### config.mk
export PLATFORM = sky130hd
export DESIGN_NAME = four_motor_speed_ramp_flat
export DESIGN_NICKNAME = d
export VERILOG_FILES = /design/src/hdl/fmsr_pkg.sv /design/src/hdl/fmsr_cmd_if.sv /design/src/hdl/fmsr_res_if.sv /design/src/hdl/fmsr_cfg_if.sv /design/src/hdl/fmsr_ramp_core.sv /design/src/hdl/four_motor_speed_ramp.sv /design/src/flat_wrapper.sv
export SDC_FILE = /design/constraint.sdc
export NUM_CORES = 1
export LEC_CHECK = 0
export BUFFER_PORTS_ARGS = -buffer_cell sky130_fd_sc_hd__clkbuf_2
export CAP_MARGIN = 10
export CORE_MARGIN = 8
export CORE_UTILIZATION = 45
export DETAILED_ROUTE_END_ITERATION = 10
export SYNTH_ARGS = -nofsm -noshare
export SYNTH_HDL_FRONTEND = slang
export SYNTH_HIERARCHICAL = 1
export SYNTH_SLANG_ARGS = --single-unit
### constraint.sdc
create_clock -name clk -period 9.3 [get_ports clk]
set_clock_uncertainty 0.15 [all_clocks]
set_input_delay 1.86 -clock clk [delete_from_list [all_inputs] [get_ports clk]]
set_output_delay 1.86 -clock clk [all_outputs]
set_load 0.02 [all_outputs]
### src/hdl/fmsr_pkg.sv
// package for the four motor speed ramp: codes, defaults and beat types
package fmsr_pkg;

    // parameter defaults
    localparam int NUM_MOTORS_DEF  = 4;
    localparam int SPEED_LIMIT_DEF = 100;

    // step interval register reset value
    localparam logic [15:0] STEP_INTERVAL_RST = 16'd50;

    // action codes
    localparam logic [2:0] ACT_TICK     = 3'd0;
    localparam logic [2:0] ACT_FORWARD  = 3'd1;
    localparam logic [2:0] ACT_BACKWARD = 3'd2;
    localparam logic [2:0] ACT_LEFT     = 3'd3;
    localparam logic [2:0] ACT_RIGHT    = 3'd4;
    localparam logic [2:0] ACT_STOP     = 3'd5;
    localparam logic [2:0] ACT_SET      = 3'd6;

    // status codes
    localparam logic [1:0] STAT_NONE     = 2'd0;
    localparam logic [1:0] STAT_STEP     = 2'd1;
    localparam logic [1:0] STAT_ACCEPTED = 2'd2;
    localparam logic [1:0] STAT_REJECTED = 2'd3;

    typedef struct packed {
        logic [2:0]        action;
        logic [1:0]        motor_index;
        logic signed [7:0] speed;
    } fmsr_item_t;

    typedef struct packed {
        logic [1:0] status;
        logic [1:0] motor_driven;
        logic       forward_pin;
        logic       reverse_pin;
        logic [6:0] duty;
        logic       busy_res;
    } fmsr_result_t;

endpackage

### src/hdl/fmsr_cmd_if.sv
// command channel interface: tick and motion command beats
interface fmsr_cmd_if;
    logic              valid;
    logic              ready;
    logic [2:0]        action;
    logic [1:0]        motor_index;
    logic signed [7:0] speed;

    modport source (output valid, output action, output motor_index, output speed,
                    input ready);
    modport sink   (input valid, input action, input motor_index, input speed,
                    output ready);
endinterface

### src/hdl/fmsr_res_if.sv
// result channel interface: one result beat per command beat
interface fmsr_res_if;
    logic       valid;
    logic       ready;
    logic [1:0] status;
    logic [1:0] motor_driven;
    logic       forward_pin;
    logic       reverse_pin;
    logic [6:0] duty;
    logic       busy_res;

    modport source (output valid, output status, output motor_driven,
                    output forward_pin, output reverse_pin, output duty,
                    output busy_res, input ready);
    modport sink   (input valid, input status, input motor_driven,
                    input forward_pin, input reverse_pin, input duty,
                    input busy_res, output ready);
endinterface

### src/hdl/fmsr_cfg_if.sv
// configuration write channel interface: step interval register
interface fmsr_cfg_if;
    logic        valid;
    logic        ready;
    logic [15:0] step_interval;

    modport source (output valid, output step_interval, input ready);
    modport sink   (input valid, input step_interval, output ready);
endinterface

### src/hdl/fmsr_ramp_core.sv
// ramp state and single-pass step logic for all motors
module fmsr_ramp_core #(
    parameter int NUM_MOTORS  = fmsr_pkg::NUM_MOTORS_DEF,
    parameter int SPEED_LIMIT = fmsr_pkg::SPEED_LIMIT_DEF
) (
    input  logic                 clk,
    input  logic                 rst_n,
    input  logic                 fire,
    input  fmsr_pkg::fmsr_item_t item,
    input  logic [15:0]          step_interval,
    output fmsr_pkg::fmsr_result_t result
);
    import fmsr_pkg::*;

    localparam logic signed [7:0] POS_LIM = 8'(SPEED_LIMIT);
    localparam logic signed [7:0] NEG_LIM = 8'(-SPEED_LIMIT);

    logic signed [7:0] cur_reg  [NUM_MOTORS];
    logic signed [7:0] cur_next [NUM_MOTORS];
    logic signed [7:0] tgt_reg  [NUM_MOTORS];
    logic signed [7:0] tgt_next [NUM_MOTORS];
    logic [15:0]       icnt_reg;
    logic [15:0]       icnt_next;

    always_comb
    begin
        logic signed [7:0] s;
        logic signed [7:0] c;
        logic signed [7:0] mag;
        logic              busy_now;
        logic              found;
        logic              busy_after;

        // clamp commanded speed
        s = item.speed;
        if (s > POS_LIM)
            s = POS_LIM;
        else if (s < NEG_LIM)
            s = NEG_LIM;

        busy_now = 1'b0;
        for (int i = 0; i < NUM_MOTORS; i++)
        begin
            cur_next[i] = cur_reg[i];
            tgt_next[i] = tgt_reg[i];
            if (cur_reg[i] != tgt_reg[i])
                busy_now = 1'b1;
        end

        icnt_next           = icnt_reg;
        result              = '0;
        found               = 1'b0;
        c                   = '0;
        mag                 = '0;

        unique case (item.action)
            ACT_TICK:
            begin
                if (!busy_now)
                    icnt_next = '0;
                else if (icnt_reg != '0)
                    icnt_next = icnt_reg - 16'd1;
                else
                begin
                    // lowest-index motor off target steps once
                    for (int i = 0; i < NUM_MOTORS; i++)
                    begin
                        if (!found && (cur_reg[i] != tgt_reg[i]))
                        begin
                            found = 1'b1;
                            if (cur_reg[i] < tgt_reg[i])
                                c = cur_reg[i] + 8'sd1;
                            else
                                c = cur_reg[i] - 8'sd1;
                            cur_next[i]         = c;
                            result.motor_driven = 2'(i);
                        end
                    end
                    mag                = (c < 0) ? -c : c;
                    result.status      = STAT_STEP;
                    result.forward_pin = (c > 0);
                    result.reverse_pin = (c < 0);
                    result.duty        = mag[6:0];
                    icnt_next          = (step_interval == '0) ? '0 : step_interval - 16'd1;
                end
            end
            ACT_FORWARD, ACT_BACKWARD, ACT_LEFT, ACT_RIGHT, ACT_STOP, ACT_SET:
            begin
                if (busy_now)
                    result.status = STAT_REJECTED;
                else
                begin
                    result.status = STAT_ACCEPTED;
                    icnt_next     = '0;
                    for (int i = 0; i < NUM_MOTORS; i++)
                    begin
                        unique case (item.action)
                            ACT_FORWARD:  tgt_next[i] = s;
                            ACT_BACKWARD: tgt_next[i] = -s;
                            ACT_LEFT:     tgt_next[i] = (i % 2 == 1) ? s : -s;
                            ACT_RIGHT:    tgt_next[i] = (i % 2 == 1) ? -s : s;
                            ACT_STOP:     tgt_next[i] = '0;
                            default:      tgt_next[i] = tgt_reg[i];
                        endcase
                        if ((item.action == ACT_SET) && (int'(item.motor_index) == i))
                            cur_next[i] = s;
                    end
                end
            end
            default:
            begin
                // unused action: no change
            end
        endcase

        busy_after = 1'b0;
        for (int i = 0; i < NUM_MOTORS; i++)
            if (cur_next[i] != tgt_next[i])
                busy_after = 1'b1;
        result.busy_res = busy_after;
    end

    always_ff @(posedge clk or negedge rst_n)
    begin
        if (!rst_n)
        begin
            for (int i = 0; i < NUM_MOTORS; i++)
            begin
                cur_reg[i] <= '0;
                tgt_reg[i] <= '0;
            end
            icnt_reg <= '0;
        end
        else if (fire)
        begin
            for (int i = 0; i < NUM_MOTORS; i++)
            begin
                cur_reg[i] <= cur_next[i];
                tgt_reg[i] <= tgt_next[i];
            end
            icnt_reg <= icnt_next;
        end
    end

endmodule

### src/hdl/four_motor_speed_ramp.sv
// top level of the four motor speed ramp: input stage, ramp core, result register
//
// channel  role    beat contents
// -------  ------  ---------------------------------------------------------
// cmd      sink    action, motor_index, speed
// res      source  status, motor_driven, forward_pin, reverse_pin, duty, busy_res
// cfg      sink    step_interval (always ready)
//
// one beat in, one result beat out; a new beat can enter every cycle while res is not stalled
// path: input register, then core logic into the result register
// the input register keeps taking one beat while a result waits on res
// reset clears speeds, targets and the interval counter; step_interval resets to 50
module four_motor_speed_ramp #(
    parameter int NUM_MOTORS  = fmsr_pkg::NUM_MOTORS_DEF,
    parameter int SPEED_LIMIT = fmsr_pkg::SPEED_LIMIT_DEF
) (
    input  logic        clk,
    input  logic        rst_n,
    fmsr_cmd_if.sink    cmd,
    fmsr_res_if.source  res,
    fmsr_cfg_if.sink    cfg
);
    import fmsr_pkg::*;

    // step interval register, writes always taken
    logic [15:0] step_interval_reg;

    // input stage
    logic       inq_valid_reg;
    logic       inq_valid_next;
    fmsr_item_t inq_item_reg;

    // result stage
    logic         res_valid_reg;
    logic         res_valid_next;
    fmsr_result_t res_data_reg;
    fmsr_result_t core_result;

    logic advance;
    logic fire;
    logic cmd_take;

    assign cfg.ready = 1'b1;

    // result register is empty or is taken this cycle
    assign advance   = !res_valid_reg || res.ready;
    // held item moves through the core into the result register
    assign fire      = inq_valid_reg && advance;
    assign cmd.ready = !inq_valid_reg || advance;
    assign cmd_take  = cmd.valid && cmd.ready;

    always_comb
    begin
        inq_valid_next = inq_valid_reg;
        if (cmd_take)
            inq_valid_next = 1'b1;
        else if (advance)
            inq_valid_next = 1'b0;

        res_valid_next = res_valid_reg;
        if (advance)
            res_valid_next = inq_valid_reg;
    end

    always_ff @(posedge clk or negedge rst_n)
    begin
        if (!rst_n)
        begin
            step_interval_reg <= STEP_INTERVAL_RST;
            inq_valid_reg     <= 1'b0;
            res_valid_reg     <= 1'b0;
        end
        else
        begin
            if (cfg.valid)
                step_interval_reg <= cfg.step_interval;
            inq_valid_reg <= inq_valid_next;
            res_valid_reg <= res_valid_next;
        end
    end

    // payload registers, no reset
    always_ff @(posedge clk)
    begin
        if (cmd_take)
        begin
            inq_item_reg.action      <= cmd.action;
            inq_item_reg.motor_index <= cmd.motor_index;
            inq_item_reg.speed       <= cmd.speed;
        end
        if (fire)
            res_data_reg <= core_result;
    end

    fmsr_ramp_core #(
        .NUM_MOTORS  (NUM_MOTORS),
        .SPEED_LIMIT (SPEED_LIMIT)
    ) u_core (
        .clk           (clk),
        .rst_n         (rst_n),
        .fire          (fire),
        .item          (inq_item_reg),
        .step_interval (step_interval_reg),
        .result        (core_result)
    );

    assign res.valid        = res_valid_reg;
    assign res.status       = res_data_reg.status;
    assign res.motor_driven = res_data_reg.motor_driven;
    assign res.forward_pin  = res_data_reg.forward_pin;
    assign res.reverse_pin  = res_data_reg.reverse_pin;
    assign res.duty         = res_data_reg.duty;
    assign res.busy_res     = res_data_reg.busy_res;

endmodule

### src/flat_wrapper.sv
// flat-port wrapper written by rule: the top's interface ports become plain ports
module four_motor_speed_ramp_flat import fmsr_pkg::*;
#(
    parameter int NUM_MOTORS  = fmsr_pkg::NUM_MOTORS_DEF,
    parameter int SPEED_LIMIT = fmsr_pkg::SPEED_LIMIT_DEF
)
  (clk, rst_n, cmd_valid, cmd_action, cmd_motor_index, cmd_speed, cmd_ready, res_valid, res_status, res_motor_driven, res_forward_pin, res_reverse_pin, res_duty, res_busy_res, res_ready, cfg_valid, cfg_step_interval, cfg_ready);
  fmsr_cmd_if cmd_i ();
  fmsr_res_if res_i ();
  fmsr_cfg_if cfg_i ();
  input  logic clk;
  input  logic rst_n;
  input wire logic [$bits(cmd_i.valid)-1:0] cmd_valid;
  input wire logic [$bits(cmd_i.action)-1:0] cmd_action;
  input wire logic [$bits(cmd_i.motor_index)-1:0] cmd_motor_index;
  input wire logic [$bits(cmd_i.speed)-1:0] cmd_speed;
  output wire logic [$bits(cmd_i.ready)-1:0] cmd_ready;
  output wire logic [$bits(res_i.valid)-1:0] res_valid;
  output wire logic [$bits(res_i.status)-1:0] res_status;
  output wire logic [$bits(res_i.motor_driven)-1:0] res_motor_driven;
  output wire logic [$bits(res_i.forward_pin)-1:0] res_forward_pin;
  output wire logic [$bits(res_i.reverse_pin)-1:0] res_reverse_pin;
  output wire logic [$bits(res_i.duty)-1:0] res_duty;
  output wire logic [$bits(res_i.busy_res)-1:0] res_busy_res;
  input wire logic [$bits(res_i.ready)-1:0] res_ready;
  input wire logic [$bits(cfg_i.valid)-1:0] cfg_valid;
  input wire logic [$bits(cfg_i.step_interval)-1:0] cfg_step_interval;
  output wire logic [$bits(cfg_i.ready)-1:0] cfg_ready;
  assign cmd_i.valid = cmd_valid;
  assign cmd_i.action = cmd_action;
  assign cmd_i.motor_index = cmd_motor_index;
  assign cmd_i.speed = cmd_speed;
  assign cmd_ready = cmd_i.ready;
  assign res_valid = res_i.valid;
  assign res_status = res_i.status;
  assign res_motor_driven = res_i.motor_driven;
  assign res_forward_pin = res_i.forward_pin;
  assign res_reverse_pin = res_i.reverse_pin;
  assign res_duty = res_i.duty;
  assign res_busy_res = res_i.busy_res;
  assign res_i.ready = res_ready;
  assign cfg_i.valid = cfg_valid;
  assign cfg_i.step_interval = cfg_step_interval;
  assign cfg_ready = cfg_i.ready;
  four_motor_speed_ramp #(.NUM_MOTORS(NUM_MOTORS), .SPEED_LIMIT(SPEED_LIMIT)) u_core (.clk(clk), .rst_n(rst_n), .cmd(cmd_i), .res(res_i), .cfg(cfg_i));
endmodule
==> results by group, run 1 <==
Finish
  • Layout Area Growth over Synthesis: 9.02%
  • Filler Cell Count: ~2400
  • Util after Layout: ~50%
  • Ant. Diodes: 0
  • Layout cells sized above 1: a little under an eighth
  • Final Cell Area: around 0.012 mm2
  • Multi-input logic area: 0.00726 mm2
  • Nets: roughly 1500
  • Flip-flop and latch area: approximately 0.0033 mm2

Yosys
  • Synthesized Nets: approximately 1400
  • Post-Synth Adder-Cell Area: under 10%
  • Synth top cells by count: 126 x nand2_1, 124 x nor2_1, 112 x a21oi_1
  • Synth area leaders: dfrtp_1 21%, edfxtp_1 7.3%, ha_1 5.4%, a21oi_1 5.1%, o21ai_0 4.5%
  • Mux share of post-synthesis cell area: about 4.9%
  • Post-synthesis xor/xnor area fraction: around 6%
  • Post-synthesis register bit count: between 100 and 150
  • Area fraction of the dominant cell type after synthesis: approximately 21%
  • Synth area leader: dfrtp_1
  • Post-Syn Area per Cell: just over 8 um2
  • Synth Area in Simple Gates: 24.7%
  • Post-synthesis cell area: between 0.01 and 0.015 mm2
  • Largest family of logic cells by synthesized area: simple AND/OR/NAND/NOR gates
  • Ys flop type: dfrtp_1
  • Most common cell in the netlist: nand2_1
  • Post-Syn Instances: 1362
  • Seq/Total Area, Yosys: slightly below 30%
  • Ys Warns: 6
  • Post-synth EDFFs: 27
  • Post-synthesis compound-gate area fraction: 24.1%
  • Asr flop ratio synth: 78.4%
  • Yosys cell types: 100

Place
  • Port Buffers: slightly below 50
  • DP HPWL: ~31000 um
  • Post-DP Area: 0.0115 mm2
  • RD Place Congestion: between 0.9 and 1

Min path
  • Min-Delay Path Depth: 1
  • HP Start: u_core/inq_valid_reg
  • WHS Endpoint: u_core/res.valid
  • Worst Hold Class: flip-flop to flip-flop

Clock tree
  • Post-CTS resize count: 0
  • Hold-fix buffers, CTS: 0
  • Number of setup buffers added after CTS: 0
  • Clk buf depth: 2
  • CTS H-tree lvls: 4
  • Root Driver: clkbuf_16
  • Clk slew on worst S/H paths: around 0.06 ns
  • TritonCTS Sinks: roughly 130
  • Worst-Skew Late Latency: around 0.44 ns
  • TritonCTS buffer count: 17
  • CTS tree: yes

Detailed routing
  • Avg WL per Cell: between 20 and 25 um
  • DRC: 0
  • Initial drt markers: ~1500
  • Pre-antenna DRT Iters: 7
  • Drt total wl: approximately 41000 um
  • Via count: 11200
  • Vias/cell: approximately 6.6
  • Antenna Violating Nets Remaining: 0

Worst setup path
  • Required time of the critical path: around 9.3 ns
  • Critical path launch point type: flip-flop
  • WP data arrival: between 5 and 6 ns
  • CP peak stage delay: 0.55 ns
  • Worst Reg-to-Reg Cells: 16
  • Reg2reg setup slack: between 4 and 5 ns
  • R2r startpoint: u_core/inq_item_reg[2]
  • Critical Path Source: u_core/inq_item_reg[2]
  • Worst path slowest cell: or4b_1
  • Crit-path max FO: 15
  • Worst Setup End Kind: flip-flop
  • Crit-path cells: a311o_1, nand2_1, ha_1, nor2b_1, o21ai_1, ha_1, or4b_1, a21oi_1, a2111oi_0, a311oi_1, nand2_1, o21ai_0, xor2_1, a2111oi_0, and4_1, nand4_1
  • Crit-path leading delay family: compound AO/OA/AOI/OAI gates
  • Reg-to-reg endpoint: u_core/res.busy_res
  • Kind of critical path: flip-flop to flip-flop
  • Levels on crit path: 16
  • Buf+Inv Stages, Crit Path: 0

Timing
  • # setup viols final: 0
  • Min cycle time layout: between 5 and 6 ns
  • RSZ-0062 raised after global routing: no
  • Rel. slew slack: about 16%
  • Final-report hold violation count: 0
  • Setup TNS: 0 ns
  • Max Clk Rate: 192 MHz
  • Least-Margin Pin Slew: 1.25 ns
  • Period utilization: 56.0%
  • Final Slew Violations: 0

Die
  • # IOs: 51
  • Core area: 0.0242 mm2
  • Die Wd: between 150 and 200 um
  • Die area: approximately 0.03 mm2
  • Die height: 173 um
  • Initial core utilization: a little under half
  • Row count: 57

Flow run
  • Max_cap viols: 0

Global route
  • Initial antenna violation count: 0
  • Via count of the first global-routing pass: 10300
  • Gr usage total: 27.0%
  • Global-route wire length before repair: roughly 63000 um
  • Gr ovfl total: 0
  • Largest net degree at the start of global routing: around 50

Power
  • Pleak: a little under 5 nW
  • Worst vdd ir: 0.144 mV
  • Power Density: 197 mW/mm2
  • Power Total: roughly 2.4 mW

Run status
  • Outcome: completed
placed cells by master, fill, tap and decap left out, types with 35 or more instances in the layout:
cell type / count
ha_1: 48
dfrtp_1: 95
o21ai_0: 100
nand2_1: 126
xnor2_1: 35
nor2_1: 124
a21oi_1: 112
clkbuf_2: 48
inv_1: 54
xor2_1: 43
nor3_1: 44
worst max path at each step:
stage,slack (ns),to
2_1_floorplan,4.76,u_core/res.busy_res
4_1_cts,4.18,u_core/res.busy_res
5_1_grt,3.85,u_core/res.duty[6]
3_3_place_gp,4.24,u_core/res.busy_res
3_5_place_dp,4.22,u_core/res.busy_res
6_report,4.09,u_core/res.busy_res
final cells by class:
cell class | instances | area share, %
clock buffer | 18 | 3.64
clock inverter | 14 | 1.04
inverter | 56 | 1.74
multi-input combinational | 1104 | 60.2
sequential | 125 | 27.1
tap | 324 | 3.36
timing repair buffer | 64 | 2.99
through the flow:
stage	worst slack, ns	cells	hold slack (ns)
3_3_place_gp	4.24	1673	0.308
3_5_place_dp	4.22	1673	0.318
5_1_grt	3.85	1705	0.362
6_report	4.09	1705	0.325
4_1_cts	4.18	1705	0.328
2_1_floorplan	4.76	1362	0.299
cells by family after synthesis:
group | Yosys count
compound gates | 407
xor+xnor | 78
fa+ha+maj | 49
buf+inv | 133
flops | 125
mux | 47
other cells | 1
simple gates | 522
per-layer routing:
metal  vias to the layer above  routed length [um]  GRT usage, %
met3                       131                4070          4.94
met5                         -                   0             0
met2                       650               17800          40.9
met4                         0                1940          12.2
met1                      5324               17300          36.8
li1                       5071                   -             -
where the power goes:
group	switching (mW)	leakage, nW	internal, mW	total (mW)
logic	0.610	3.13	0.357	0.968
registers	0.119	1.42	0.632	0.751
clock network	0.298	0.275	0.358	0.657
total	1.03	4.83	1.35	2.38
worst register-to-register path, stage by stage (launching register included):
cell and delay (ns):
edfxtp_1 0.52, a311o_1 0.40, nand2_1 0.07, ha_1 0.37
nor2b_1 0.09, o21ai_1 0.46, ha_1 0.43, or4b_1 0.55
a21oi_1 0.28, a2111oi_0 0.12, a311oi_1 0.37, nand2_1 0.11
o21ai_0 0.14, xor2_1 0.12, a2111oi_0 0.41, and4_1 0.24
nand4_1 0.09
Power figures use the tool's default switching activity.
==> inputs of run 2 (changes only) <==
--- a/config.mk
+++ b/config.mk
@@ -5,6 +5,7 @@
 export SDC_FILE = /design/constraint.sdc
 export NUM_CORES = 1
 export LEC_CHECK = 0
+export ABC_AREA = 1
 export BUFFER_PORTS_ARGS = -buffer_cell sky130_fd_sc_hd__clkbuf_2
 export CAP_MARGIN = 10
 export CORE_MARGIN = 8
==> constraint.sdc (replaced) <==
create_clock -name clk -period 5 [get_ports clk]
set_clock_uncertainty 0.15 [all_clocks]
set_input_delay 1 -clock clk [delete_from_list [all_inputs] [get_ports clk]]
set_output_delay 1 -clock clk [all_outputs]
set_load 0.02 [all_outputs]
==> results by group, run 2 <==
Yosys
  • Ys flop type: dfrtp_1
  • Synth Area in Simple Gates: a little over a third
  • Most common cell in the netlist: nand2_1
  • Post-synthesis compound-gate area fraction: 15.4%
  • Ys Warns: 6
  • Yosys cell types: 62
  • Asr flop ratio synth: between 70% and 80%
  • Post-Syn Area per Cell: 6.31 um2
  • Mux share of post-synthesis cell area: 0%
  • Post-synth EDFFs: 27
  • Post-Syn Instances: about 1800
  • Post-synthesis xor/xnor area fraction: under 10%
  • Post-Synth Adder-Cell Area: about 5.5%
  • Synth area leader: dfrtp_1
  • Synth top cells by count: 596 x nand2_1, 263 x inv_1, 155 x o21ai_0
  • Synth area leaders: dfrtp_1 21%, nand2_1 20%, inv_1 8.7%, edfxtp_1 7.2%, o21ai_0 6.9%
  • Area fraction of the dominant cell type after synthesis: a little over a fifth
  • Largest family of logic cells by synthesized area: simple AND/OR/NAND/NOR gates
  • Seq/Total Area, Yosys: 28.9%
  • Synthesized Nets: ~1900
  • Post-synthesis cell area: between 0.01 and 0.015 mm2
  • Post-synthesis register bit count: 125

Clock tree
  • CTS H-tree lvls: 4
  • Hold-fix buffers, CTS: 0
  • Worst-Skew Late Latency: approximately 0.44 ns
  • Post-CTS resize count: 0
  • Number of setup buffers added after CTS: 0
  • Clk slew on worst S/H paths: roughly 0.07 ns
  • TritonCTS buffer count: 17
  • CTS tree: yes
  • Root Driver: clkbuf_16
  • TritonCTS Sinks: around 130
  • Clk buf depth: 2

Min path
  • Worst Hold Class: flip-flop to flip-flop
  • HP Start: u_core/step_interval_reg[1]
  • Min-Delay Path Depth: 2

Worst setup path
  • Crit-path leading delay family: simple AND/OR/NAND/NOR gates
  • Kind of critical path: flip-flop to flip-flop
  • Required time of the critical path: about 5.0 ns
  • Buf+Inv Stages, Crit Path: 3
  • WP data arrival: 4.37 ns
  • Crit-path max FO: 8
  • R2r startpoint: u_core/u_core/cur_reg[0]
  • Levels on crit path: 28
  • Most frequent CP cell: nand2_1
  • Critical path launch point type: flip-flop
  • Worst path slowest cell: dfrtp_1
  • CP peak stage delay: 0.48 ns
  • Critical Path Source: u_core/u_core/cur_reg[0]
  • Worst Setup End Kind: flip-flop
  • Worst Reg-to-Reg Cells: 28

Power
  • Power Total: about 6.7 mW
  • Worst vdd ir: 0.213 mV
  • Pleak: around 6.4 nW
  • Power Density: roughly 540 mW/mm2

Timing
  • Final Slew Violations: 0
  • Final-report hold violation count: 0
  • Final worst slack: 0.663 ns
  • Least-Margin Pin Slew: 1.01 ns
  • Setup TNS: 0 ns
  • RSZ-0062 raised after global routing: no
  • Min cycle time layout: about 4.3 ns
  • Rel. slew slack: 32.5%
  • Hold slack: roughly 0.34 ns
  • Period utilization: 86.7%
  • Max Clk Rate: 231 MHz
  • # setup viols final: 0

Finish
  • Most common cell after layout, fill and taps aside: nand2_1
  • Non-filler cells, final: between 2000 and 2500
  • Util after Layout: 49.9%
  • Final Cell Area: 0.0124 mm2
  • Most frequent cells in the layout: 596 x nand2_1, 263 x inv_1, 155 x o21ai_0, 143 x nand3_1, 125 x nor2_1
  • Nets: roughly 1900
  • Ant. Diodes: 0
  • Layout Area Growth over Synthesis: 10.0%
  • Layout cells sized above 1: under 10%

Global route
  • Via count of the first global-routing pass: roughly 11000
  • Gr ovfl total: 0
  • Gr usage total: 24.6%
  • Initial antenna violation count: 0
  • Global-route wire length before repair: between 50000 and 60000 um
  • Largest net degree at the start of global routing: slightly above 100

Die
  • # IOs: 51
  • Die area: 0.0304 mm2
  • Initial core utilization: 45.4%
  • Die Wd: around 170 um
  • Core area: roughly 0.025 mm2
  • Die height: between 150 and 200 um
  • Row count: a little under 60

Detailed routing
  • Via count: approximately 12000
  • Initial drt markers: 915
  • Drt total wl: around 37000 um
  • Antenna Violating Nets Remaining: 0
  • Pre-antenna DRT Iters: 6
  • Vias/cell: ~5.4
  • Avg WL per Cell: between 15 and 20 um
  • DRC: 0

Run status
  • Outcome: completed

Place
  • Post-DP Area: 0.0118 mm2
  • RD Place Congestion: between 0.9 and 1
  • Setup Slack @ Placement: roughly 0.78 ns
  • Port Buffers: 49
  • DP Cell Count: between 2000 and 2500
  • DP HPWL: approximately 29000 um

Flow run
  • Max_cap viols: 0
[run 2: cell types whose count changed after synthesis, moves of 17 or more]
cell	before	now
xor2_1	43	24
nor4_1	24	1
inv_1	54	263
mux2i_1	21	0
nand2_1	126	596
and3_1	18	1
nand3_1	32	143
clkbuf_1	59	24
nand2b_1	19	0
a21oi_1	112	79
o21ai_0	100	155
nor3_1	45	9
xnor2_1	35	9
[run 2: per-layer routing]
| layer | up-vias | track usage, % | share of wire (%) |
|---|---|---|---|
| li1 | 5848 | - | - |
| met3 | 67 | 3.56 | 6.2 |
| met1 | 5394 | 32.4 | 45 |
| met2 | 405 | 39.8 | 46 |
| met5 | - | 0 | 0 |
| met4 | 0 | 9.90 | 3.4 |
[run 2: path summary, 6_finish.rpt]
path | end | slack (ns)
hold / removal | u_core/step_interval_reg[1] | 0.34
hold reg to reg | u_core/step_interval_reg[1] | 0.34
setup reg to reg | u_core/res.busy_res | 0.66
setup / recovery | u_core/res.busy_res | 0.66
max in group asynchronous | u_core/u_core/cur_reg[11] | 3.09
min in group asynchronous | u_core/step_interval_reg[3] | 0.48
[run 2: cell families (layout without fill, tap and decap cells)]
group | count (synthesis) | in the layout
buffers and inverters | 318 | 366
XOR/XNOR | 33 | 33
adder cells (fa/ha/maj) | 49 | 49
flip-flops | 125 | 125
other | 1 | 1
AO/OA/AOI/OAI | 312 | 312
AND/OR/NAND/NOR | 953 | 953
[run 2: worst min-delay path, cell delays in order (launching register included)]
cell     delay, ns
dfstp_2       0.38
inv_1         0.04
o21ai_0       0.06
[run 2: where the power goes]
group | internal [mW] | switching [mW] | leakage (nW)
clock network | 0.714 | 0.551 | 0.292
registers | 1.23 | 0.254 | 1.49
logic | 1.24 | 2.67 | 4.64
[run 2: layout make-up]
class	instances	area, um2
Clock inverter	13	116
Tap cell	330	413
Clock buffer	19	475
Fill cell	2579	12500
Sequential cell	125	3270
Timing Repair Buffer	61	338
Multi-Input combinational cell	1348	6790
Inverter	273	1030
